===== config.mk =====
export PLATFORM = sky130hd
export DESIGN_NAME = bgd_front
export DESIGN_NICKNAME = d
export VERILOG_FILES = /design/src/rtl/bgd_pkg.sv /design/src/rtl/bgd_front.sv
export SDC_FILE = /design/constraint.sdc
export NUM_CORES = 1
export LEC_CHECK = 0
export ABC_AREA = 1
export BUFFER_PORTS_ARGS = -buffer_cell sky130_fd_sc_hd__buf_4
export CORE_ASPECT_RATIO = 0.5
export CORE_MARGIN = 3
export CORE_UTILIZATION = 39
export DETAILED_ROUTE_END_ITERATION = 7
export PLACE_DENSITY = 0.84
export SETUP_SLACK_MARGIN = 0.3
export SLEW_MARGIN = 25
export SYNTH_ARGS = -nofsm -noshare
export SYNTH_HDL_FRONTEND = slang
export SYNTH_SLANG_ARGS = --single-unit
export TNS_END_PERCENT = 1

===== constraint.sdc =====
create_clock -name vclk -period 2.75
set_input_delay 0.55 -clock vclk [all_inputs]
set_output_delay 0.55 -clock vclk [all_outputs]
set_load 0.03 [all_outputs]

===== src/rtl/bgd_pkg.sv =====
// Shared types, constants and table functions for the bivariate Gaussian density block.
`default_nettype none

package bgd_pkg;

    localparam int FIFO_DEPTH = 4;
    localparam int FIFO_AW    = $clog2(FIFO_DEPTH);

    localparam logic [30:0] LOG2E_Q30  = 31'd1549082005;
    localparam logic [29:0] INV2PI_Q32 = 30'd683565276;
    localparam logic [23:0] DENSITY_MAX = 24'hFF_FFFF;
    localparam logic [6:0]  EXP_SHIFT_LIMIT = 7'd40;

    typedef enum logic [2:0] {
        CFG_MEAN_X = 3'd0,
        CFG_MEAN_Y = 3'd1,
        CFG_VAR_X  = 3'd2,
        CFG_VAR_Y  = 3'd3,
        CFG_COV_XY = 3'd4
    } cfg_idx_t;

    typedef struct packed {
        logic signed [16:0] dx;
        logic signed [16:0] dy;
    } offs_t;

    typedef struct packed {
        logic signed [15:0] mean_x;
        logic signed [15:0] mean_y;
        logic [15:0]        var_x;
        logic [15:0]        var_y;
        logic signed [15:0] cov_xy;
        logic [31:0]        det;
        logic               det_pos;
        logic [23:0]        root;
    } cfg_t;

    function automatic logic [63:0] isqrt64(input logic [63:0] v_in);
        logic [63:0] v;
        logic [63:0] res;
        logic [63:0] b;
        v   = v_in;
        res = '0;
        b   = 64'h4000_0000_0000_0000;
        for (int j = 0; j < 32; j++) begin
            if (v >= res + b) begin
                v   = v - (res + b);
                res = (res >> 1) + b;
            end else begin
                res = res >> 1;
            end
            b = b >> 2;
        end
        return res;
    endfunction

    // 2^(32 - 2^-k) scale factors, Q.32
    function automatic logic [31:0] pow_tab(input int k);
        logic [63:0] t;
        t = 64'h8000_0000;
        for (int j = 1; j <= 16; j++) begin
            if (j <= k) begin
                t = isqrt64(t << 32);
            end
        end
        return t[31:0];
    endfunction

endpackage

`default_nettype wire


===== src/rtl/bgd_front.sv =====
// Input side: takes points and forms offsets from the mean.
`default_nettype none

module bgd_front (
    input  wire logic          s_tvalid,
    output logic               s_tready,
    input  wire logic [31:0]   s_tdata,
    input  wire bgd_pkg::cfg_t cfg,
    input  wire logic          q_full,
    output logic               q_push,
    output bgd_pkg::offs_t     q_data
);

    logic signed [15:0] px, py;

    assign px       = $signed(s_tdata[15:0]);
    assign py       = $signed(s_tdata[31:16]);
    assign s_tready = !q_full;
    assign q_push   = s_tvalid && !q_full;

    always_comb begin
        q_data.dx = 17'(px) - 17'(cfg.mean_x);
        q_data.dy = 17'(py) - 17'(cfg.mean_y);
    end

endmodule

`default_nettype wire


Word level (Yosys, flattened, before mapping)
Cells that the tools add are included.
Storage, ports and cells
  flip-flop bits (word level): 0
  output and inout port bits: 36
  logic and storage cells: 4
Operators by class
  add/sub/neg operators: 2
  reduce and logical (&&, ||, !) cells: 2
Operators by type and width (count)
  16-bit by 16-bit subtractor with 17-bit output: 2
  1-bit logical AND: 1
  1-bit logical NOT: 1

Longest topological paths before layout
Gate-level depths: netlist of the first run.
  depth in word-level cells: 2
  gate-level depth with buffers: 12
  gate-level depth less buffers: 12

Worst setup path before layout of the first run
OpenSTA, ideal clock, no wires.
  kind: input port to output port
  start: input port s_tdata[0]
  end: output port q_data[23] in the netlist's numbering
  data arrival time: 2014 ps
  data required time: 2200 ps
  setup slack: 186 ps
  stages: 9
  path through: inv_1 > ha_1 > fa_1 > inv_1 > nand2_1 > nand2_1 > nand3_1 > nand2_1 > xor2_1
RTL lines
  from (decl): RTL line bgd_front.sv:7  | input wire logic [31:0] s_tdata,
  to (decl): RTL line bgd_front.sv:11  | output bgd_pkg::offs_t q_data

==> metrics.cfg, run 1 <==
[layout]
antenna_cells = 0
seq_cells = 0
fillCellCount = 498
drive_gt1_frac = 0.281
postLayoutCellArea_um2 = 3220
layout.nets = 748
syn_to_final_growth_pct = 51.5
clkbuf_count = 0
final-seq-area_um2 = 0

[routing]
drt_wl_total_um = 6020
wl_per_cell_um = 9.85
drc = 0
via_per_inst = 4.45
vias = 2721
drt_pass1_iterations = 4
dr.first_iter.drc_count = 106
drtAntennaViolNets = 0

[outcome]
status = finished, final reports clean

[timing]
slew_violations = 0
worstMarginPinSlew_ns = 0.236
period_minus_slack_ns = 2.46
finalHoldWorstSlack_ns = 1.37
hold_viol = 0
rsz0062_at_grt = true
setup_viol = 0
fmax_mhz = 407
max-slew-margin-rel = 0.843
fin_tns_setup_ns = 0
min_period_over_period = 0.893

[worst_setup_path]
critPathSlowestCell = ha_1
arrival_ns = 1.91
critPathMaxStageDelay_ns = 0.34
critPathLaunchType = primary input
path_cells = buf_4 > ha_1 > or2_1 > nand3_4 > nand2_4 > nand2_2 > nand3_1 > nand2_1 > buf_6
crit_start = s_tdata[3]
critical_path.max_fanout = 3
crit_buf_inv = 2
cp_top_family = simple AND/OR/NAND/NOR gates
end_kind = output pin
endpoint = q_data[29]
crit_type = primary input to output pin
crit_required_ns = 2.20
crit_cells = 9

[min_path]
worstHoldPathCells = 3
min_path_type = primary input to output pin

[power]
vdd_drop_max_mv = 0.179
power_leakage_nw = 2.18
power_density_nw_per_um2 = 291
finalPower_mw = 0.938

[synth]
netlist_instances = 437
yosysSeqAreaShare = 0
syn_area_um2 = 2130
synth_fp_nets = 642
yosysWarnings = 0
syn_avg_cell_area_um2 = 4.87
yosysUniqueCellTypes = 14

[grt]
grt_pass1_wl_um = 9800
grt_use_total = 0.176
antenna_found_initial = 0
grt_max_degree = 6
grt_overflow = 0
grt_pass1_vias = 2415

[die]
die_h_um = 58.2
die_w_um = 110
ios = 207
start_util = 0.418
core_area_um2 = 5090
die_area_um2 = 6430
num_rows = 18

[placed_design]
gp_congestion = 0.895
hpwl_um = 5100
port_buffers = 102
place_area_um2 = 2990

[clocking]
holdBufCountCts = 0

[flow_run]
cap_violations = 0

-- area by class of cell --
type                            count  area [µm²]  share of cell area
Multi-Input combinational cell    306        1820               0.563
Timing Repair Buffer              104         826               0.256
Inverter                          131         494               0.153
Tap cell                           70        87.6              0.0272
-- routing by layer --
| layer | global-route usage | share of wire |
|---|---|---|
| met4 | 0.0123 | 0.0048 |
| met1 | 0.207 | 0.43 |
| met2 | 0.359 | 0.50 |
| met3 | 0.0229 | 0.068 |
| met5 | 0 | 0 |
-- Yosys cell counts --
library cell / instances / share of area
nand2_1: 183 / 0.32
nand2_2: 5 / 0.015
nor2_1: 16 / 0.028
xor2_1: 9 / 0.037
inv_2: 1 / 0.0018
nand3_1: 23 / 0.054
inv_1: 130 / 0.23
fa_1: 2 / 0.019
a21oi_1: 20 / 0.047
ha_1: 32 / 0.19
nor3_1: 4 / 0.0094
or2_1: 3 / 0.0088
nor3_2: 4 / 0.019
xnor2_1: 5 / 0.021
-- worst min-delay path by stage --
stage          slack, ns  startpoint        to
2_1_floorplan       1.21      q_full  s_tready
3_3_place_gp        1.36      q_full  s_tready
3_5_place_dp        1.37      q_full  s_tready
4_1_cts             1.37      q_full  s_tready
5_1_grt             1.39      q_full  s_tready
6_report            1.37      q_full  s_tready
-- power breakdown --
part	internal (mW)	switching [mW]	total (mW)	leakage [nW]
logic	0.375	0.563	0.938	2.18
registers	0	0	0	0
clock network	0	0	0	0
total	0.375	0.563	0.938	2.18
-- layout by cell type (no fill, tap or decap) --
cell	Yosys	final
ha_2	0	4
nand2_1	183	164
a21oi_2	0	2
ha_1	32	25
nor3_1	4	4
ha_4	0	3
nand3_2	0	2
inv_1	130	127
nor2_1	16	16
xor2_1	9	8
nand2_4	0	6
nand3_1	23	19
nor3_2	4	4
or2_1	3	3
buf_6	0	12
inv_4	0	1
inv_2	1	3
nand2_2	5	18
nand3_4	0	2
xnor2_1	5	5
fa_2	0	2
buf_4	0	92
a21oi_1	20	18
xor2_2	0	1
-- cells by family after synthesis --
kind of cell | share of synthesized area
xor gates and xnor gates | 0.0576
buffers and inverters | 0.231
and+or+nand+nor | 0.457
AOI/OAI and AO/OA | 0.0471
adders and majority gates | 0.207
-- per-stage QoR --
| stage | worst slack, ns | instances | utilization |
|---|---|---|---|
| 2_1_floorplan | 0.186 | 437 | - |
| 3_3_place_gp | 0.0740 | 609 | 0.587 |
| 3_5_place_dp | 0.0432 | 609 | 0.587 |
| 4_1_cts | 0.279 | 611 | 0.617 |
| 5_1_grt | 0.205 | 611 | 0.633 |
| 6_report | 0.293 | 611 | 0.633 |
-- repair_timing --
action,4_1_cts,5_1_grt
pin swaps,12,6
buffers inserted,2,0
gates resized for setup,38,22
endpoints found under the setup margin,14,22
(Power assumes the default switching activity.)
==> run 2: changes to the inputs <==
--- a/config.mk
+++ b/config.mk
@@ -11,7 +11,7 @@
 export CORE_MARGIN = 3
 export CORE_UTILIZATION = 39
 export DETAILED_ROUTE_END_ITERATION = 7
-export PLACE_DENSITY = 0.84
+export PLACE_DENSITY = 0.86
 export SETUP_SLACK_MARGIN = 0.3
 export SLEW_MARGIN = 25
 export SYNTH_ARGS = -nofsm -noshare
==> run 2 against run 1 <==
Compared with the run above: count of clock-buffer cells in the layout did not move; maximum frequency fell by 1.3%; design area rose by 1.3%; non-clock buffer count rose by 3; utilization rose by 0.81 points; critical path depth rose by 5; sequential share of layout area did not move; total power rose by 1.3%; first-iteration DRC count fell by 21%; global-route usage rose by 0.34 points; critical path type unchanged; largest cell class unchanged.
==> metrics.cfg, run 2 (synthesis results as in run 1) <==
[layout]
fillCellCount = 499
syn_to_final_growth_pct = 53.5
final_common_cell = nand2_1
layout.nets = 751
clkbuf_count = 0
seq_cells = 0
stdcell_count = 614
drive_gt1_frac = 0.298
multi_input_area_um2 = 1830
final_cell_mix = 162 x nand2_1, 126 x inv_1, 95 x buf_4
final-seq-area_um2 = 0
antenna_cells = 0

[placed_design]
dp.cells = 609
gp_congestion = 0.869
port_buffers = 102
hpwl_um = 5190

[routing]
drt_pass1_iterations = 6
drt_wl_total_um = 6090
wl_per_cell_um = 9.92
drc = 0
dr.first_iter.drc_count = 84
via_per_inst = 4.40
vias = 2703
drtAntennaViolNets = 0

[grt]
grt_pass1_vias = 2506
grt_overflow = 0
grt_use_total = 0.179
antenna_found_initial = 0
grt_max_degree = 6
grt_pass1_wl_um = 10100

[timing]
min_period_over_period = 0.906
worstMarginPinSlew_ns = 0.238
finalHoldWorstSlack_ns = 1.37
max-slew-margin-rel = 0.841
rsz0062_at_grt = true
period_minus_slack_ns = 2.49
slew_violations = 0
setup_viol = 0
fmax_mhz = 402
fin_tns_setup_ns = 0
hold_viol = 0

[worst_setup_path]
cp_top_family = simple AND/OR/NAND/NOR gates
end_kind = output pin
critical_path.most_common_cell = nand2_1
critPathSlowestCell = fa_2
crit_buf_inv = 4
path_cells = buf_8 > inv_4 > ha_4 > fa_2 > inv_2 > nand2_2 > nand2_4 > nand3_4 > nand2_4 > nand2_2 > nand2_1 > nand2_1 > nand2_1 > buf_6
critPathMaxStageDelay_ns = 0.35
arrival_ns = 1.94
critical_path.max_fanout = 3
crit_required_ns = 2.20
crit_type = primary input to output pin
critPathLaunchType = primary input

[flow_run]
cap_violations = 0

[power]
power_density_nw_per_um2 = 291
power_leakage_nw = 2.20
vdd_drop_max_mv = 0.188

[die]
core_area_um2 = 5090
die_h_um = 58.2
die_w_um = 110
die_area_um2 = 6430
num_rows = 18
start_util = 0.418
ios = 207

[clocking]
holdBufCountCts = 0

[outcome]
status = finished, final reports clean

[min_path]
min_path_type = primary input to output pin

==> run 2: changes by cell type in the layout (fill, tap and decap cells not counted), moves of 2 or more <==
cell / change
buf_4: +3
a21oi_1: -2
a21oi_2: +2
nand2_1: -2
ha_2: +2
==> run 2: final timing paths <==
path	startpoint	endpoint	slack [ns]	cells after the start
hold / removal	q_full	s_tready	1.37	3
setup / recovery	s_tdata[0]	q_data[27]	0.26	14
==> run 2: cell type report <==
cell class	instances	area share
inverters	131	0.151
multi-input cells	306	0.561
well taps	70	0.0268
repair buffers	107	0.261
==> run 2: repair_timing <==
item | 4_1_cts | 5_1_grt
setup buffers | 3 | 2
pin swaps | 12 | 10
endpoints found under the setup margin | 13 | 22
gates resized for setup | 35 | 34
==> run 2: through the flow <==
stage | total power, mW | setup WS (ns) | utilization | instance area (µm²)
after floorplan | 0.567 | 0.186 | - | 2130
after global placement | 0.858 | 0.0679 | 0.587 | 2990
after detailed placement | 0.870 | 0.0530 | 0.587 | 2990
after CTS | 0.914 | 0.278 | 0.616 | 3140
after global routing | 1.04 | 0.202 | 0.641 | 3260
final | 0.950 | 0.260 | 0.641 | 3260
==> run 2: power by group <==
part           internal (mW)  total [mW]  switching (mW)
registers                  0           0               0
logic                  0.380       0.950           0.570
clock network              0           0               0
total                  0.380       0.950           0.570
==> run 2: layer usage <==
metal | GRT usage | share of wire | up-vias
met5 | 0 | 0 | -
met4 | 0 | 0 | 0
met3 | 0.0375 | 0.089 | 0
met2 | 0.364 | 0.49 | 88
met1 | 0.208 | 0.42 | 1132
li1 | - | - | 1483
