[src/rtl/bgd_pkg.sv]
// Shared types, constants and table functions for the bivariate Gaussian density block.
`default_nettype none

package bgd_pkg;

    localparam int FIFO_DEPTH = 4;
    localparam int FIFO_AW    = $clog2(FIFO_DEPTH);

    localparam logic [30:0] LOG2E_Q30  = 31'd1549082005;
    localparam logic [29:0] INV2PI_Q32 = 30'd683565276;
    localparam logic [23:0] DENSITY_MAX = 24'hFF_FFFF;
    localparam logic [6:0]  EXP_SHIFT_LIMIT = 7'd40;

    typedef enum logic [2:0] {
        CFG_MEAN_X = 3'd0,
        CFG_MEAN_Y = 3'd1,
        CFG_VAR_X  = 3'd2,
        CFG_VAR_Y  = 3'd3,
        CFG_COV_XY = 3'd4
    } cfg_idx_t;

    typedef struct packed {
        logic signed [16:0] dx;
        logic signed [16:0] dy;
    } offs_t;

    typedef struct packed {
        logic signed [15:0] mean_x;
        logic signed [15:0] mean_y;
        logic [15:0]        var_x;
        logic [15:0]        var_y;
        logic signed [15:0] cov_xy;
        logic [31:0]        det;
        logic               det_pos;
        logic [23:0]        root;
    } cfg_t;

    function automatic logic [63:0] isqrt64(input logic [63:0] v_in);
        logic [63:0] v;
        logic [63:0] res;
        logic [63:0] b;
        v   = v_in;
        res = '0;
        b   = 64'h4000_0000_0000_0000;
        for (int j = 0; j < 32; j++) begin
            if (v >= res + b) begin
                v   = v - (res + b);
                res = (res >> 1) + b;
            end else begin
                res = res >> 1;
            end
            b = b >> 2;
        end
        return res;
    endfunction

    // 2^(32 - 2^-k) scale factors, Q.32
    function automatic logic [31:0] pow_tab(input int k);
        logic [63:0] t;
        t = 64'h8000_0000;
        for (int j = 1; j <= 16; j++) begin
            if (j <= k) begin
                t = isqrt64(t << 32);
            end
        end
        return t[31:0];
    endfunction

endpackage

`default_nettype wire

[src/rtl/bgd_cfg.sv]
// Configuration registers plus pipelined determinant of the covariance and its square root.
`default_nettype none

module bgd_cfg (
    input  wire logic          aclk,
    input  wire logic          aresetn,
    input  wire logic          cfg_valid,
    output logic               cfg_ready,
    input  wire logic [2:0]    cfg_index,
    input  wire logic [15:0]   cfg_data,
    output bgd_pkg::cfg_t      cfg
);

    logic signed [15:0] mean_x_reg, mean_y_reg, cov_xy_reg;
    logic [15:0]        var_x_reg, var_y_reg;
    logic [31:0]        pxx_reg;
    logic [30:0]        pcc_reg;
    logic signed [32:0] det_reg;
    logic signed [31:0] cc_full;
    logic [47:0]        rem_reg [0:24];
    logic [23:0]        rt_reg  [0:24];

    assign cfg_ready = 1'b1;

    always_ff @(posedge aclk) begin
        if (!aresetn) begin
            mean_x_reg <= '0;
            mean_y_reg <= '0;
            var_x_reg  <= 16'd256;
            var_y_reg  <= 16'd256;
            cov_xy_reg <= '0;
        end else if (cfg_valid) begin
            unique case (cfg_index)
                bgd_pkg::CFG_MEAN_X: mean_x_reg <= $signed(cfg_data);
                bgd_pkg::CFG_MEAN_Y: mean_y_reg <= $signed(cfg_data);
                bgd_pkg::CFG_VAR_X:  var_x_reg  <= cfg_data;
                bgd_pkg::CFG_VAR_Y:  var_y_reg  <= cfg_data;
                bgd_pkg::CFG_COV_XY: cov_xy_reg <= $signed(cfg_data);
                default: ;
            endcase
        end
    end

    assign cc_full = cov_xy_reg * cov_xy_reg;

    always_ff @(posedge aclk) begin
        pxx_reg <= var_x_reg * var_y_reg;
        pcc_reg <= cc_full[30:0];
        det_reg <= $signed({1'b0, pxx_reg}) - $signed({2'b0, pcc_reg});
        rem_reg[0] <= {det_reg[31:0], 16'b0};
        rt_reg[0]  <= '0;
    end

    // one root bit per stage, msb first
    for (genvar i = 0; i < 24; i++) begin : g_sqrt
        localparam int BIT = 23 - i;
        logic [49:0] test;
        assign test = (50'(rt_reg[i]) << (BIT + 1)) + (50'(1) << (2 * BIT));
        always_ff @(posedge aclk) begin
            if (50'(rem_reg[i]) >= test) begin
                rem_reg[i+1] <= 48'(50'(rem_reg[i]) - test);
                rt_reg[i+1]  <= rt_reg[i] | (24'(1) << BIT);
            end else begin
                rem_reg[i+1] <= rem_reg[i];
                rt_reg[i+1]  <= rt_reg[i];
            end
        end
    end

    always_comb begin
        cfg.mean_x  = mean_x_reg;
        cfg.mean_y  = mean_y_reg;
        cfg.var_x   = var_x_reg;
        cfg.var_y   = var_y_reg;
        cfg.cov_xy  = cov_xy_reg;
        cfg.det     = det_reg[31:0];
        cfg.det_pos = !det_reg[32] && (det_reg != '0);
        cfg.root    = rt_reg[24];
    end

endmodule

`default_nettype wire

[config.mk]
export PLATFORM = sky130hd
export DESIGN_NAME = bgd_cfg
export DESIGN_NICKNAME = d
export VERILOG_FILES = /design/src/rtl/bgd_pkg.sv /design/src/rtl/bgd_cfg.sv
export SDC_FILE = /design/constraint.sdc
export NUM_CORES = 2
export LEC_CHECK = 0
export BUFFER_PORTS_ARGS = -buffer_cell sky130_fd_sc_hd__buf_4
export CORE_ASPECT_RATIO = 0.5
export CORE_MARGIN = 2
export CORE_UTILIZATION = 51
export CTS_BUF_LIST = sky130_fd_sc_hd__clkbuf_16
export CTS_CLUSTER_SIZE = 25
export DETAILED_ROUTE_END_ITERATION = 12
export GPL_TIMING_DRIVEN = 0
export MAX_ROUTING_LAYER = met4
export PLACE_DENSITY = 0.67
export SYNTH_ARGS = -nofsm -noshare
export SYNTH_HDL_FRONTEND = slang
export SYNTH_SLANG_ARGS = --single-unit
[constraint.sdc]
create_clock -name aclk -period 7.7 [get_ports aclk]
set_clock_uncertainty 0.1 [all_clocks]
set_input_delay 0.385 -clock aclk [delete_from_list [all_inputs] [get_ports aclk]]
set_output_delay 0.385 -clock aclk [all_outputs]
set_load 0.01 [all_outputs]
== Word-level counts from Yosys, hierarchy flattened ==
Memory sizes are Yosys's and may differ from the RTL's.
Index checks and enable logic that the tools add are counted.
Word-level totals
  flip-flop bits (word level): 176
  memory bits (writable): 1800
  output and inout port bits: 138
  logic and storage cells: 266
  memories kept: 2
Operators by class
  add/sub/neg operators: 49
  $mul: 2
  $lt $le $gt $ge: 24
  eq/ne operators: 4
  muxes and demuxes: 120
  bitwise operators: 48
  reduce and logical (&&, ||, !) cells: 9
Memory list
  rem_reg: words 25, bits a word 48, read ports 24, clocked after memory_dff 0, write ports 25, line bgd_cfg.sv:20  | logic [47:0] rem_reg [0:24];
  rt_reg: words 25, bits a word 24, read ports 25, clocked after memory_dff 0, write ports 25, line bgd_cfg.sv:21  | logic [23:0] rt_reg [0:24];
Operator list (number)
  $mux 48: 24
  $mux 24: 24
  $sub 48x48->48: 2
  $mux 1: 72
  $add 48x47->49 const B: 1
  $ge 48x49->1: 1
  $add 47x45->48 const B: 1
  $ge 48x26->1: 1
  $ge 48x27->1: 1
  $ge 48x28->1: 1
  $ge 48x29->1: 1
  $ge 48x30->1: 1
  $ge 48x31->1: 1
  $ge 48x32->1: 1
  $ge 48x33->1: 1
  $ge 48x34->1: 1
  $ge 48x35->1: 1
  $ge 48x36->1: 1
  $ge 48x37->1: 1
  $ge 48x38->1: 1
  $ge 48x39->1: 1
  $ge 48x40->1: 1
  $ge 48x41->1: 1
  $ge 48x42->1: 1
  62 further kinds: 114

== Longest topological paths before layout ==
An unclocked memory read counts as a cell.
  depth after elaboration: 6
  gate-level depth with buffers: 25

== Worst setup path after synthesis ==
Ideal clock, no wire load.
  kind: reg2reg
  start: reg cov_xy_reg[6]
  end: reg pcc_reg[27]
  data arrival time: 6.471 ns
  data required time: 7.494 ns
  slack: 1.024 ns
  stages on the path, launching flop included: 24
  period minus slack after synthesis: 6.676 ns
  path through: dfxtp_1 > clkbuf_1 > clkbuf_1 > nand2_1 > fa_1 > inv_1 > fa_1 > inv_1 > fa_1 > inv_1 > fa_1 > fa_1 > inv_1 > fa_1 > inv_1 > ha_1 > a2111oi_0 > nand2_1 > a211oi_1 > or3_1 > a21oi_1 > o221ai_1 > or4b_2 > o311ai_0
On the way
  cells in the longest elaborated chain, start to end: 1
RTL lines
  start: declaration: line bgd_cfg.sv:14  | logic signed [15:0] mean_x_reg, mean_y_reg, cov_xy_reg;
  start signal: assignment: line bgd_cfg.sv:38  | bgd_pkg::CFG_COV_XY: cov_xy_reg <= $signed(cfg_data);
  $mul 16x16->31: line bgd_cfg.sv:44  | assign cc_full = cov_xy_reg * cov_xy_reg;
  via cc_full[27]: line bgd_cfg.sv:19  | logic signed [31:0] cc_full;
  end signal: assignment: line bgd_cfg.sv:48  | pcc_reg <= cc_full[30:0];
  end: declaration: line bgd_cfg.sv:17  | logic [30:0] pcc_reg;
The timed path passes the listed nets, and every way through them passes these cells.
A chain may end at the register's enable or synchronous reset.

== Worst setup path after layout ==
  start: reg var_x_reg[8]
  end: reg pxx_reg[24]
On the way
  cells in the longest elaborated chain, start to end: 1
RTL lines
  start: declaration: line bgd_cfg.sv:15  | logic [15:0] var_x_reg, var_y_reg;
  start signal: assignment: line bgd_cfg.sv:36  | bgd_pkg::CFG_VAR_X: var_x_reg <= cfg_data;
  $mul 16x16->32: line bgd_cfg.sv:47  | pxx_reg <= var_x_reg * var_y_reg;
  end signal: assignment: line bgd_cfg.sv:47
  end: declaration: line bgd_cfg.sv:16  | logic [31:0] pxx_reg;
Every way passes these cells.

==> impl_metrics.tcl <==
set metrics [dict create \
    status "completed" \
    largest_reg_flops 817 \
    setup_viol 0 \
    setup_ws_ps 389 \
    drc 0 \
    antenna_found_initial 0 \
    grt_pass1_wl_mm 244 \
    final.setup.tns_ps 0 \
    leakagePower_nw 36.4 \
    vdd_drop_max_mv 0.223 \
    dp_hpwl_mm 118 \
    period_share_pct 95.0 \
    syn_avg_cell_area_um2 9.47 \
    initial_core_util_pct 51.2 \
    synth_top_flop_cell "dfxtp_1" \
    dpl_worst_slack_ps -346 \
    cp.required_ps 8180 \
    place_inst 9188 \
    reg2reg_slack_ps 390 \
    worst_pin_slew_ps 1200 \
    fill_cells 12000 \
    synthCells 7237 \
    drive_above_1_share_pct 6.38 \
    layout.cells.non_filler 9415 \
    yosysWarningCount 0 \
    nNetsFinal 8510 \
    endpoint_kind "flop" \
    hold_class "in -> reg" \
    grt_start_max_net_pins 18 \
    path_clk_slew_ps 70 \
    cp_max_fo 10 \
    p_switching_w 0.00793 \
    overflow 0 \
    slew_viol_final 0 \
    worstRegToRegCells 21 \
    antenna_left 0 \
    yosysSeqAreaShare_pct 37.7 \
    whs_endpoint "var_x_reg[7]" \
    placementRows 95 \
    yosys.area.top_type "dfxtp_1" \
    port_buffers 157 \
    io_pins 160 \
    drt_wl_total_mm 148 \
    gp_congestion 0.929 \
    syn_to_final_growth_pct 10.7 \
    grt_pass1_vias 49400 \
    n_antenna_cell 0 \
    slew_headroom_pct 19.2 \
    synth_area_leaders "dfxtp_1, fa_1, ha_1, inv_1, nand2_1" \
    cts.sinks 1292 \
    synth_seq_cells 1292 \
    first_pass_iters 5 \
    synth.most_common_cell "dfxtp_1" \
    async_flop_share_pct 0 \
    cts_buffers 113 \
    p_clk_share_pct 23.9 \
    dieArea_um2 138000 \
    fin_crit_ps 7310 \
    wire_per_inst_um 15.7 \
    intPower_w 0.0153 \
    htree_levels 3 \
    reg2reg_to "pxx_reg[24]" \
    whs_path_depth 2 \
    via_count 48100 \
    drt_iter0_markers 2381 \
    clock-root-buffer "clkbuf_16" \
    syn_nets 8217 \
    grt_util_all_layers_pct 22.3 \
    pwr-share-seq_pct 44.4 \
    synthTopCellsByCount "dfxtp_1, inv_1, nand2_1" \
    critical_path_class "reg -> reg" \
    syn_area_um2 68500 \
    synth_edf_count 0 \
    cts_tree "yes" \
    yosysUniqueCellTypes 85 \
    hold_start "aresetn" \
    finalHoldViolCount 0 \
    switching_share_pct 34.1 \
    drv_cap 0 \
    post-cts-setup-buffers 0 \
    rr_startpoint "var_x_reg[8]" \
    cts_buffer_depth 3 \
    max_freq_mhz 137 \
    clock_latency_ps 730 \
    worst_ep_arrival_time_ps 7790 \
    die_w_um 522 \
    vias_per_cell 5.11 \
    coreArea_um2 134000 \
    chipHeight_um 263 \
    start_kind "flop" \
    power_density_nw_per_um2 307 \
    yosysTopAreaCellShare_pct 37.7 \
    combinationalPowerShare_pct 31.7 \
]
==> how the worst max path moves through the flow <==
stage                     slack (ps)  cells past startpoint          start           to
final                            390                     21   var_x_reg[8]  pxx_reg[24]
after global routing            -0.3                     23  cov_xy_reg[5]  pcc_reg[27]
after CTS                         80                     21  cov_xy_reg[1]  pcc_reg[27]
after detailed placement        -350                     23  cov_xy_reg[4]  pcc_reg[27]
after global placement          -330                     23  cov_xy_reg[4]  pcc_reg[27]
after floorplan                 1020                     23  cov_xy_reg[6]  pcc_reg[27]
==> logic make-up after synthesis <==
family,after synthesis,share of synthesized area (%)
adder cells (fa/ha/maj),958,22.2
AO/OA/AOI/OAI,1168,10.9
buffers and inverters,1215,6.86
XOR/XNOR,553,7.07
multiplexers,55,0.891
AND/OR/NAND/NOR,1995,14.4
flip-flops,1292,37.7
other,1,0.00547
==> per-stage QoR <==
stage | hold slack [ps] | instance area (µm²) | power [W] | util (%)
global route | 94.0 | 75900 | 0.0249 | 56.7
floorplan | 222 | 68500 | 0.0158 | -
CTS | 64.4 | 75800 | 0.0234 | 56.6
global placement | 227 | 72000 | 0.0177 | 53.8
finish | 138 | 75900 | 0.0233 | 56.7
detailed placement | 233 | 72000 | 0.0178 | 53.8
==> per-layer routing <==
metal | wire length, µm | up-vias | track usage (%) | share of wire (%)
li1 | - | 24400 | - | -
met1 | 63400 | 22600 | 26.2 | 43
met2 | 73800 | 879 | 39.4 | 50
met3 | 6160 | 254 | 3.11 | 4.2
met4 | 4380 | 0 | 6.91 | 3.0
met5 | 0 | - | - | 0
==> layout by cell type (no fill, tap or decap), types with 17 or more instances in the layout <==
cell,netlist,routed
o21a_1,67,67
fa_1,433,432
o21ai_0,307,307
nand2b_1,71,71
nand3b_1,26,26
nor3_1,134,134
nand4_1,58,58
nand2_1,733,733
inv_1,1016,1031
buf_4,34,191
nand4b_1,19,19
a21oi_1,289,289
nor2_1,320,320
nand3_1,84,84
or4_1,19,19
or2_2,31,31
nor2b_1,51,51
o31ai_1,33,33
clkinv_2,0,17
clkinv_1,2,37
clkbuf_16,0,113
a211oi_1,44,42
ha_1,525,525
clkbuf_2,0,23
a21o_1,138,138
or3_1,56,56
o21bai_1,32,32
xor2_1,241,241
mux2_2,48,48
a31oi_1,22,22
clkbuf_1,157,132
a21boi_0,93,93
nor4_1,126,126
and2_1,185,185
and3_1,24,24
dfxtp_1,1292,1291
xnor2_1,312,312
dlygate4sd3_1,0,20
==> critical path: stages (launching register included) <==
cell	delay [ps]
dfxtp_1	640
clkbuf_1	580
nand2_1	180
fa_1	580
fa_1	460
fa_1	500
fa_1	490
inv_1	50
fa_1	520
inv_1	50
fa_1	520
inv_1	40
ha_1	350
a21o_1	180
a21oi_1	260
nor2b_1	90
a311o_1	410
nand2_1	130
a211oi_1	100
o41ai_1	550
mux2i_1	250
o2111ai_1	120
==> power groups by stage <==
stage	clock [W]	combinational, W	sequential [W]
after floorplan	0	0.00584	0.00994
after global placement	0	0.00729	0.0104
after detailed placement	0	0.00736	0.0105
after CTS	0.00570	0.00742	0.0103
after global routing	0.00599	0.00836	0.0106
final	0.00556	0.00738	0.0103
==> cell type report <==
class	count	area, µm²	area share [%]
Multi-Input combinational cell	4730	38000	50.1
Sequential cell	1292	25900	34.1
Inverter	1019	3830	5.04
Clock buffer	113	2830	3.73
Tap cell	1794	2240	2.96
Timing Repair Buffer	178	1380	1.82
Buffer	196	912	1.20
Clock inverter	93	802	1.06
==> what timing repair did <==
action                                  CTS  global route
hold endpoints to repair                 80             0
endpoints found under the setup margin    7             6
resized for setup                         8            46
hold buffers                             20             0
Note: power is estimated with default switching activity, not from simulation.
