### src/rtl/bgd_pkg.sv
// Shared types, constants and table functions for the bivariate Gaussian density block.
`default_nettype none

package bgd_pkg;

    localparam int FIFO_DEPTH = 4;
    localparam int FIFO_AW    = $clog2(FIFO_DEPTH);

    localparam logic [30:0] LOG2E_Q30  = 31'd1549082005;
    localparam logic [29:0] INV2PI_Q32 = 30'd683565276;
    localparam logic [23:0] DENSITY_MAX = 24'hFF_FFFF;
    localparam logic [6:0]  EXP_SHIFT_LIMIT = 7'd40;

    typedef enum logic [2:0] {
        CFG_MEAN_X = 3'd0,
        CFG_MEAN_Y = 3'd1,
        CFG_VAR_X  = 3'd2,
        CFG_VAR_Y  = 3'd3,
        CFG_COV_XY = 3'd4
    } cfg_idx_t;

    typedef struct packed {
        logic signed [16:0] dx;
        logic signed [16:0] dy;
    } offs_t;

    typedef struct packed {
        logic signed [15:0] mean_x;
        logic signed [15:0] mean_y;
        logic [15:0]        var_x;
        logic [15:0]        var_y;
        logic signed [15:0] cov_xy;
        logic [31:0]        det;
        logic               det_pos;
        logic [23:0]        root;
    } cfg_t;

    function automatic logic [63:0] isqrt64(input logic [63:0] v_in);
        logic [63:0] v;
        logic [63:0] res;
        logic [63:0] b;
        v   = v_in;
        res = '0;
        b   = 64'h4000_0000_0000_0000;
        for (int j = 0; j < 32; j++) begin
            if (v >= res + b) begin
                v   = v - (res + b);
                res = (res >> 1) + b;
            end else begin
                res = res >> 1;
            end
            b = b >> 2;
        end
        return res;
    endfunction

    // 2^(32 - 2^-k) scale factors, Q.32
    function automatic logic [31:0] pow_tab(input int k);
        logic [63:0] t;
        t = 64'h8000_0000;
        for (int j = 1; j <= 16; j++) begin
            if (j <= k) begin
                t = isqrt64(t << 32);
            end
        end
        return t[31:0];
    endfunction

endpackage

`default_nettype wire

### src/rtl/bgd_fifo.sv
// Short queue of offset words between the front and the compute pipeline.
`default_nettype none

module bgd_fifo (
    input  wire logic           aclk,
    input  wire logic           aresetn,
    input  wire logic           push,
    input  wire bgd_pkg::offs_t push_data,
    input  wire logic           pop,
    output logic                full,
    output logic                not_empty,
    output bgd_pkg::offs_t      head
);

    bgd_pkg::offs_t                entries_reg [bgd_pkg::FIFO_DEPTH];
    logic [bgd_pkg::FIFO_AW-1:0]   wr_ptr_reg, rd_ptr_reg;
    logic [bgd_pkg::FIFO_AW:0]     count_reg;

    assign full      = (count_reg == (bgd_pkg::FIFO_AW+1)'(bgd_pkg::FIFO_DEPTH));
    assign not_empty = (count_reg != '0);
    assign head      = entries_reg[rd_ptr_reg];

    always_ff @(posedge aclk) begin
        if (!aresetn) begin
            wr_ptr_reg <= '0;
            rd_ptr_reg <= '0;
            count_reg  <= '0;
        end else begin
            if (push) begin
                wr_ptr_reg <= wr_ptr_reg + 1'b1;
            end
            if (pop) begin
                rd_ptr_reg <= rd_ptr_reg + 1'b1;
            end
            if (push && !pop) begin
                count_reg <= count_reg + 1'b1;
            end else if (pop && !push) begin
                count_reg <= count_reg - 1'b1;
            end
        end
    end

    always_ff @(posedge aclk) begin
        if (push) begin
            entries_reg[wr_ptr_reg] <= push_data;
        end
    end

endmodule

`default_nettype wire

### config.mk
export PLATFORM = sky130hd
export DESIGN_NAME = bgd_fifo
export DESIGN_NICKNAME = d
export VERILOG_FILES = /design/src/rtl/bgd_pkg.sv /design/src/rtl/bgd_fifo.sv
export SDC_FILE = /design/constraint.sdc
export NUM_CORES = 1
export LEC_CHECK = 0
export BUFFER_PORTS_ARGS = -buffer_cell sky130_fd_sc_hd__buf_2
export CORE_MARGIN = 2
export CORE_UTILIZATION = 61
export CTS_CLUSTER_DIAMETER = 200
export CTS_CLUSTER_SIZE = 12
export DETAILED_ROUTE_END_ITERATION = 8
export PLACE_DENSITY_LB_ADDON = 0.1
export SYNTH_ARGS = -nofsm -noshare
export SYNTH_HDL_FRONTEND = slang
export SYNTH_SLANG_ARGS = --single-unit
export TNS_END_PERCENT = 20
### constraint.sdc
create_clock -name aclk -period 4.2 [get_ports aclk]
set_input_delay 0.42 -clock aclk [delete_from_list [all_inputs] [get_ports aclk]]
set_output_delay 0.42 -clock aclk [all_outputs]
set_load 0.05 [all_outputs]
After elaboration in Yosys (flattened, before gate mapping):

Memories as Yosys holds them, arrays and structs flattened. A register that Yosys moved wholly into a read port is not among the register bits.
Cells that the tools add are included.

* output and inout bits: 36
* memories kept: 1
* register bits: 7
* bits in writable memories: 136

* muxes and demuxes: 6
* eq/ne operators: 1
* add/subtract/negate cells: 4
* reduce and logical (&&, ||, !) cells: 6

Memories
* entries_reg: words 4, bits a word 34, read ports 1, clocked after Yosys merged registers in 1, wr ports 1, line bgd_fifo.sv:15 `bgd_pkg::offs_t entries_reg [bgd_pkg::FIFO_DEPTH];`

Operators by type and width (number)
* $mux 3: 2
* $add 2x1->2 const B: 2
* $mux 2: 2
* $add 3x1->3 const B: 1
* $eq 3x3->1 const B: 1
* $reduce_bool 3->1: 1
* $sub 3x1->3 const B: 1
* $logic_and 1x1->1: 2
* $logic_not 1->1: 2
* $mux 1: 2
* $reduce_bool 2->1: 1

Logic depth before layout (Yosys ltp):

Gate-level depths: netlist of run 1.

* word-level depth: 4
* depth in mapped cells: 7

Least setup slack after synthesis of run 1:

Ideal clock, no wire load.

* kind: flip-flop to output port
* from: reg count_reg[0] (netlist name)
* to: out full
* stages on the path, launching flop included: 2
* path slack: 2282 ps
* arrival time: 1498 ps
* cell sequence: dfxtp_1 -> nor3b_1

* word-level cells in the longest chain between the ends: 1

RTL lines
* start, declared: line bgd_fifo.sv:17 `logic [bgd_pkg::FIFO_AW:0] count_reg;`
* start signal, assigned: line bgd_fifo.sv:36 `count_reg <= count_reg + 1'b1;`
* start signal, assigned: line bgd_fifo.sv:38 `count_reg <= count_reg - 1'b1;`
* $eq 3x3->1: line bgd_fifo.sv:19 `assign full = (count_reg == (bgd_pkg::FIFO_AW+1)'(bgd_pkg::FIFO_DEPTH));`
* end, declared: line bgd_fifo.sv:10 `output logic full,`

Every way passes these cells.

==> summary.txt, run 1 <==
Critical path
  • Reg2reg start: wr_ptr_reg[0]
  • Setup crit end kind: primary output
  • CP Launch Type: flip-flop
  • Crit Path Max Fanout: 20
  • Worst-case reg-to-reg path depth: 2
  • Worst Path Arrival: 2.51 ns
  • CP Class: flip-flop to primary output
  • WP data required: 3.78 ns
  • Reg2reg setup slack: 2.44 ns
  • Worst R2R End: entries_reg[3][21]

Floorplanning
  • Die height: 98.10 um
  • Boundary pin count: 74
  • Total Die Area: 9624 um2
  • Horiz. Die Dim: 98.10 um
  • # rows: 34
  • Core area: 8636 um2
  • Starting Density: 62.55%

Worst hold path
  • Hold path endpoint: entries_reg[2][25]
  • Worst min-delay path startpoint: push_data[25]
  • Cell depth of the worst hold path: 1
  • Hold Path Class: input port to flip-flop

CTS
  • Skew-Pair Late Insertion Delay: 0.51 ns
  • Cts hold-fix bufs: 0
  • H-tree depth: 4
  • CTS Buf Count: 17
  • Clock Tree Root: clkbuf_8
  • Sink Count: 145
  • Clock Tree Buf Depth: 2
  • CTS tree: done
  • Post-CTS sizing: 0
  • Clock-pin slew on the worst setup and hold paths: 0.06 ns
  • Setup Fix Bufs, Post-CTS: 0

Detailed routing
  • Total number of vias: 2385
  • TritonRoute pass-1 iters: 4
  • Via density: 5.585
  • Drt first-iter violations: 109
  • Residual DRC: 0
  • Detail Route Antenna Nets: 0
  • Routed WL: 8876 um
  • WL/cell: 20.79 um

Place
  • Gpl congestion: 0.6716
  • PortBufs: 73
  • DP HPWL: 4815 um

Timing
  • Max-slew headroom: 38.65%
  • Worst-Margin Slew: 0.9202 ns
  • Tmin final: 2.931 ns
  • Final Slew Violations: 0
  • Final Hold Fails: 0
  • Setup TNS: 0 ns
  • RSZ-0062 raised after global routing: no
  • Final Setup Violations: 0
  • Fmax: 0.3412 GHz
  • Clk_skew: 0.003345 ns
  • Period utilization: 69.78%

Synth
  • Post-synth EDFFs: 136
  • Synth unique cells: 21
  • Seq/Total Area, Yosys: 78.94%
  • Yosys top cell by area: edfxtp_1
  • Seq cells post-synth: 145
  • Post-Syn Area: 5401 um2
  • Mapped Nets: 265
  • Asr flop ratio synth: 0%
  • Synth Area per Inst: 24.44 um2
  • Most common cell in the netlist: edfxtp_1
  • Synth warn: 0
  • Area share of the largest cell type after synthesis: 75.61%
  • Ys flop type: edfxtp_1
  • Main area contributors after synthesis: edfxtp_1 (76%), mux4_2 (13%), dfxtp_1 (3.3%), mux4_1 (1.9%), ha_1 (1.2%)
  • Mapped Cells: 221
  • Post-synth top cells: edfxtp_1 (136), mux4_2 (30), and2_1 (9), dfxtp_1 (9), ha_1 (5)

Power and ir drop
  • PwrDens: 574.0 nW/um2
  • Max VDD drop: 370.5 uV
  • Pleak: 2.252 nW
  • Tot Pwr: 3.701 mW

Global route
  • First-pass GRT wire length: 13500 um
  • Grt peak-use layer: met2
  • Met2 Usage GRT: 31.61%
  • Antenna violations before repair: 1
  • Congestion Overflow GR: 0
  • Largest net degree at the start of global routing: 35
  • Met3 usage: 6.442%
  • Total GRT Usage: 19.59%
  • Vias in the first global route: 2500
  • Met1 usage in global routing: 25.12%

Finish
  • Final nets: 350
  • Share of layout cells above drive strength 1: 44.20%
  • Number of diodes: 0
  • Layout Area Growth over Synthesis: 19.37%
  • Final core utilization: 74.66%
  • Max reg flops: 136

Flow run
  • Max Cap Violations: 0

Outcome
  • Status: finished, final reports clean
[placed cells by master, fill, tap and decap left out]
master / netlist / routed
and2_1: 9 / 5
xnor2_1: 2 / 2
mux4_2: 30 / 30
o21ai_0: 1 / 1
inv_6: 0 / 4
clkbuf_16: 0 / 16
clkinv_1: 0 / 1
ha_1: 5 / 5
and2_2: 0 / 4
buf_4: 0 / 1
or3_1: 2 / 2
buf_2: 3 / 73
clkinv_4: 0 / 4
nor2b_1: 2 / 2
mux4_1: 4 / 4
nand2_1: 1 / 1
a21boi_0: 1 / 1
fa_1: 1 / 1
dfxtp_2: 0 / 2
mux2i_1: 2 / 2
edfxtp_1: 136 / 136
nor3b_1: 1 / 1
clkbuf_8: 0 / 1
clkinvlp_4: 0 / 1
inv_1: 4 / 4
bufinv_16: 0 / 4
xor2_1: 3 / 3
clkinv_2: 0 / 1
dfxtp_1: 9 / 7
[worst max-delay path by stage]
stage               end  cells after the start
2_1_floorplan      full                      1
3_3_place_gp   head[33]                      3
3_5_place_dp   head[20]                      3
4_1_cts        head[20]                      3
5_1_grt        head[20]                      3
6_report       head[26]                      3
[power breakdown]
part | internal, mW | leakage [nW] | switching (mW)
Combinational | 0.143 | 0.627 | 0.310
Clock | 0.972 | 0.301 | 0.575
Sequential | 1.66 | 1.32 | 0.0417
Total | 2.77 | 2.25 | 0.926
[critical path, cell delays in order (launching register included)]
cell,delay (ns)
dfxtp_2,0.69
buf_4,0.47
mux4_2,0.59
buf_2,0.23
[layer usage]
metal / up-vias / wire length (um)
li1: 1090 / -
met1: 1211 / 3812
met2: 71 / 4521
met3: 13 / 403
met4: 0 / 139
met5: - / 0
[cell type report]
type | count | area [um2]
clock buffers | 17 | 414.1
clock inverters | 15 | 206.4
fillers | 498 | 2188
inverters | 4 | 15.01
multi-input cells | 64 | 1037
flip-flops and latches | 145 | 4267
well taps | 108 | 135.1
repair buffers | 74 | 372.9
[logic make-up after synthesis]
kind of cell | count (synthesis) | synth area share (%)
AOI/OAI and AO/OA | 2 | 0.2316
xor gates and xnor gates | 5 | 0.8109
adders and majority gates | 6 | 1.529
buffers and inverters | 12 | 1.946
DFF | 145 | 78.94
muxes | 36 | 14.83
and+or+nand+nor | 15 | 1.714
[per-stage QoR]
stage          hold WS (ns)  instance area [um2]  setup WS [ns]  std cells
5_1_grt              0.1024                 6447          1.103        427
6_report             0.1197                 6447          1.269        427
2_1_floorplan        0.4674                 5401          2.282        221
3_3_place_gp         0.4843                 5827          1.775        395
4_1_cts             0.09391                 6447          1.196        427
3_5_place_dp         0.4967                 5827          1.766        395
Power figures use the tool's default switching activity.
==> inputs of run 2 (changes only) <==
--- a/config.mk
+++ b/config.mk
@@ -7,7 +7,7 @@
 export LEC_CHECK = 0
 export BUFFER_PORTS_ARGS = -buffer_cell sky130_fd_sc_hd__buf_2
 export CORE_MARGIN = 2
-export CORE_UTILIZATION = 61
+export CORE_UTILIZATION = 51
 export CTS_CLUSTER_DIAMETER = 200
 export CTS_CLUSTER_SIZE = 12
 export DETAILED_ROUTE_END_ITERATION = 8
==> constraint.sdc (replaced) <==
create_clock -name aclk -period 2.51 [get_ports aclk]
set_input_delay 0.251 -clock aclk [delete_from_list [all_inputs] [get_ports aclk]]
set_output_delay 0.251 -clock aclk [all_outputs]
set_load 0.05 [all_outputs]
==> summary.txt, run 2 (synthesis gave the netlist of run 1 again) <==
Outcome
  • Status: finished, final reports clean

Critical path
  • WP data required: 2.26 ns
  • CP Launch Type: flip-flop
  • Buf/Inv on CP: 2
  • Setup crit end kind: primary output
  • Cell family with most CP delay: multiplexers
  • Crit-path slowest cell: mux4_1
  • CP Class: flip-flop to primary output
  • Crit Path Max Fanout: 13
  • Crit-path cells: buf_12 -> mux4_1 -> buf_2
  • Reg2reg start: count_reg[0]
  • Slowest stage delay, CP: 0.55 ns
  • Worst Path Arrival: 2.01 ns

Timing
  • Period utilization: 89.95%
  • Final Hold Fails: 0
  • Clk_skew: 0.008239 ns
  • RSZ-0062 raised after global routing: no
  • Tmin final: 2.258 ns
  • Fmax: 0.4429 GHz
  • Final Setup Violations: 0
  • Setup ws final: 0.2522 ns
  • Setup TNS: 0 ns
  • Max-slew headroom: 68.04%
  • Final Slew Violations: 0
  • Worst-Margin Slew: 0.4793 ns

Floorplanning
  • Starting Density: 52.32%
  • Horiz. Die Dim: 106.9 um
  • Boundary pin count: 74
  • Total Die Area: 11430 um2
  • Die height: 106.9 um
  • Core area: 10320 um2
  • # rows: 37

Finish
  • Final nets: 391
  • Layout Area Growth over Synthesis: 27.73%
  • Max reg flops: 136
  • Most common cell after layout, fill and taps aside: edfxtp_1
  • Share of layout cells above drive strength 1: 40.83%
  • Filler Cells Inserted: 707
  • Number of diodes: 0
  • Most frequent cells in the layout: edfxtp_1 (136), buf_2 (73), dlygate4sd3_1 (34), mux4_2 (30), clkbuf_16 (16)

Place
  • DP HPWL: 5478 um
  • Pre-CTS setup slack: 0.6136 ns
  • PortBufs: 73
  • Gpl congestion: 0.7219

Global route
  • Total GRT Usage: 17.03%
  • First-pass GRT wire length: 13930 um
  • Vias in the first global route: 2698
  • Largest net degree at the start of global routing: 35
  • Antenna violations before repair: 0
  • Congestion Overflow GR: 0

Detailed routing
  • Via density: 5.105
  • TritonRoute pass-1 iters: 6
  • Total number of vias: 2532
  • WL/cell: 17.81 um
  • Residual DRC: 0
  • Detail Route Antenna Nets: 0
  • Drt first-iter violations: 156
  • Routed WL: 8836 um

Flow run
  • Max Cap Violations: 0

CTS
  • Skew-Pair Late Insertion Delay: 0.51 ns
  • Clock Tree Root: clkbuf_8
  • CTS tree: done
  • Sink Count: 145
  • CTS Buf Count: 17
  • Clock Tree Buf Depth: 2
  • Clock-pin slew on the worst setup and hold paths: 0.06 ns
  • H-tree depth: 4

Power and ir drop
  • Sw Ratio: 24.84%
  • Pleak: 2.424 nW
  • Reg power frac: 46.9%
  • Clk pwr share: 38.9%
  • Max VDD drop: 398.1 uV
  • Psw: 1.493 mW
  • P_int: 4.519 mW
  • Gate power share: 14.1%
  • PwrDens: 871.5 nW/um2

Worst hold path
  • Worst min-delay path startpoint: aresetn
  • Hold Path Class: input port to flip-flop
## run 2: changes by cell type in the layout (fill, tap and decap cells not counted), sizes merged
| cell | before | now |
|---|---|---|
| buf | 74 | 81 |
| clkinv | 6 | 3 |
| inv | 8 | 5 |
| clkinvlp | 1 | 3 |
| bufinv | 4 | 1 |
| clkbuf | 17 | 24 |
| dlygate4sd3 | 0 | 34 |
## run 2: layer usage
metal | global-route usage, % | up-vias | routed length, um
met1 | 22.08 | 1286 | 3923
met2 | 26.98 | 62 | 4445
li1 | - | 1174 | -
met3 | 5.836 | 10 | 355
met5 | 0 | - | 0
met4 | 6.401 | 0 | 112
## run 2: power by group through the flow
stage | combinational, mW | sequential, mW | clock, mW
2_1_floorplan | 0.631 | 2.85 | 0
3_3_place_gp | 0.814 | 2.87 | 0
3_5_place_dp | 0.819 | 2.87 | 0
4_1_cts | 0.862 | 2.82 | 2.39
5_1_grt | 0.901 | 2.83 | 2.49
6_report | 0.850 | 2.82 | 2.34
## run 2: final cells by class
| class | instances | area [um2] | share of cell area (%) |
|---|---|---|---|
| inverter | 4 | 15.01 | 0.2176 |
| multi-input combinational | 64 | 1037 | 15.03 |
| clock buffer | 24 | 490.5 | 7.109 |
| tap | 136 | 170.2 | 2.466 |
| timing repair buffer | 115 | 840.8 | 12.19 |
| sequential | 145 | 4269 | 61.88 |
| clock inverter | 8 | 76.32 | 1.106 |
## run 2: path summary, 6_finish.rpt
kind | to | slack (ns) | cells after the start
max | head[29] | 0.25 | 3
min | count_reg[0] | 0.03 | 2
max reg2reg | count_reg[2] | 1.02 | 4
min reg2reg | count_reg[2] | 0.51 | 2
## run 2: worst reg2reg max path, stage by stage, from the launching register on
cell	delay, ns
dfxtp_1	0.36
fa_1	0.44
xor2_1	0.18
or3_1	0.29
a21boi_0	0.15
## run 2: per-stage QoR
| step | utilization (%) | area (um2) | total power, mW | hold slack [ns] | instances |
|---|---|---|---|---|---|
| floorplan | - | 5401 | 3.483 | 0.3499 | 221 |
| global placement | 58.02 | 5989 | 3.682 | 0.4658 | 430 |
| detailed placement | 58.02 | 5989 | 3.692 | 0.4685 | 430 |
| CTS | 66.80 | 6897 | 6.071 | 0.009121 | 496 |
| global route | 66.83 | 6899 | 6.225 | 0.02061 | 496 |
| finish | 66.83 | 6899 | 6.013 | 0.03187 | 496 |
## run 2: what timing repair did
item | CTS | global route
buffers inserted | 0 | 0
setup endpoints to repair | 0 | 3
resized for setup | 0 | 1
hold buffers | 34 | 0
hold endpoints to repair | 136 | 0
==> inputs of run 3 (changes only) <==
--- a/config.mk
+++ b/config.mk
@@ -7,7 +7,7 @@
 export LEC_CHECK = 0
 export BUFFER_PORTS_ARGS = -buffer_cell sky130_fd_sc_hd__buf_2
 export CORE_MARGIN = 2
-export CORE_UTILIZATION = 51
+export CORE_UTILIZATION = 35
 export CTS_CLUSTER_DIAMETER = 200
 export CTS_CLUSTER_SIZE = 12
 export DETAILED_ROUTE_END_ITERATION = 8
==> summary.txt, run 3 (synthesis gave the netlist of run 1 again) <==
Critical path
  • Worst Path Arrival: 1.91 ns
  • Crit-path cells: buf_4 -> mux4_1 -> buf_2
  • Setup crit end kind: primary output
  • Reg2reg start: wr_ptr_reg[0]
  • CP Launch Type: flip-flop
  • Crit Path Max Fanout: 17
  • Slowest stage delay, CP: 0.61 ns
  • WP data required: 2.26 ns
  • Crit-path slowest cell: mux4_1
  • CP Class: flip-flop to primary output

Finish
  • Final nets: 358
  • Final core utilization: 43.54%
  • Most common cell after layout, fill and taps aside: edfxtp_1
  • Layout Area Growth over Synthesis: 22.08%
  • Share of layout cells above drive strength 1: 45.26%
  • Final instance area: 6594 um2
  • Number of diodes: 0
  • Filler Cells Inserted: 1303
  • Max reg flops: 136
  • Most frequent cells in the layout: edfxtp_1 (136), buf_2 (73), mux4_2 (30), clkbuf_16 (17), dfxtp_1 (7)

Global route
  • Congestion Overflow GR: 0
  • Largest net degree at the start of global routing: 29
  • Vias in the first global route: 2632
  • First-pass GRT wire length: 14980 um
  • Antenna violations before repair: 1
  • Total GRT Usage: 12.95%

Place
  • Pre-CTS setup slack: 0.7266 ns
  • Gpl congestion: 0.6384
  • PortBufs: 73
  • Placed inst area: 6050 um2
  • DP HPWL: 6017 um

Detailed routing
  • Via density: 4.722
  • Detail Route Antenna Nets: 0
  • TritonRoute pass-1 iters: 3
  • Residual DRC: 0
  • Total number of vias: 2432
  • Drt first-iter violations: 117
  • Routed WL: 9777 um
  • WL/cell: 18.98 um

Power and ir drop
  • PwrDens: 897.9 nW/um2
  • Max VDD drop: 409.4 uV
  • Gate power share: 13.9%
  • Tot Pwr: 5.921 mW
  • Pleak: 2.281 nW
  • Psw: 1.533 mW
  • P_int: 4.388 mW
  • Sw Ratio: 25.88%
  • Reg power frac: 47.5%
  • Clk pwr share: 38.6%

CTS
  • Clock Tree Buf Depth: 2
  • Post-CTS sizing: 0
  • Clock Tree Root: clkbuf_16
  • CTS tree: done
  • Clock-pin slew on the worst setup and hold paths: 0.06 ns
  • CTS Buf Count: 17
  • Skew-Pair Late Insertion Delay: 0.41 ns
  • H-tree depth: 4
  • Sink Count: 145
  • Cts hold-fix bufs: 0
  • Setup Fix Bufs, Post-CTS: 0

Timing
  • RSZ-0062 raised after global routing: no
  • Setup TNS: 0 ns
  • Tmin final: 2.160 ns
  • Worst-Margin Slew: 0.5047 ns
  • Final Hold Fails: 0
  • Clk_skew: 0.007243 ns
  • Setup ws final: 0.3500 ns
  • Final Slew Violations: 0
  • Fmax: 0.4630 GHz
  • Max-slew headroom: 66.35%
  • Final Setup Violations: 0
  • Period utilization: 86.06%

Floorplanning
  • Boundary pin count: 74
  • Core area: 15150 um2
  • # rows: 45
  • Starting Density: 35.66%
  • Total Die Area: 16440 um2
  • Horiz. Die Dim: 128.2 um
  • Die height: 128.2 um

Outcome
  • Status: finished, final reports clean

Worst hold path
  • Hold Path Class: input port to flip-flop
  • Worst min-delay path startpoint: push_data[20]

Flow run
  • Max Cap Violations: 0
-- run 3: worst paths after layout --
kind                   endpoint  slack [ns]  depth (start not counted)
min reg2reg        count_reg[2]        0.54                          2
min          entries_reg[3][20]        0.05                          1
max reg2reg  entries_reg[0][21]        0.91                          4
max                    head[30]        0.35                          3
-- run 3: cell type report --
type | instances | area, um2 | share of cell area (%)
Sequential cell | 145 | 4267 | 64.71
Clock inverter | 15 | 118.9 | 1.803
Inverter | 4 | 15.01 | 0.2277
Clock buffer | 17 | 425.4 | 6.452
Multi-Input combinational cell | 64 | 1037 | 15.73
Tap cell | 188 | 235.2 | 3.567
Timing Repair Buffer | 82 | 495.5 | 7.514
-- run 3: power groups by stage --
stage	clock network, mW	logic (mW)	registers [mW]
after floorplan	0	0.631	2.85
final	2.28	0.823	2.81
after global placement	0	0.836	2.86
after CTS	2.35	0.843	2.82
after detailed placement	0	0.842	2.87
after global routing	2.47	0.880	2.82
-- run 3: per-stage QoR --
stage / hold WS, ns / cells
global route: 0.03029 / 515
global placement: 0.4642 / 483
finish: 0.04768 / 515
CTS: 0.02666 / 515
floorplan: 0.3499 / 221
detailed placement: 0.4696 / 483
-- run 3: critical path, delay by kind of cell (launching register included) --
kind | cells | cell delay (ns)
buf+inv | 2 | 0.56
flops | 1 | 0.32
mux | 1 | 0.61
-- run 3: routing by layer --
layer | GRT usage (%) | vias up | wire (um)
li1 | - | 1113 | -
met1 | 16.11 | 1251 | 4357
met2 | 19.93 | 55 | 4750
met3 | 5.509 | 11 | 512
met4 | 5.430 | 2 | 143
met5 | 0 | - | 13
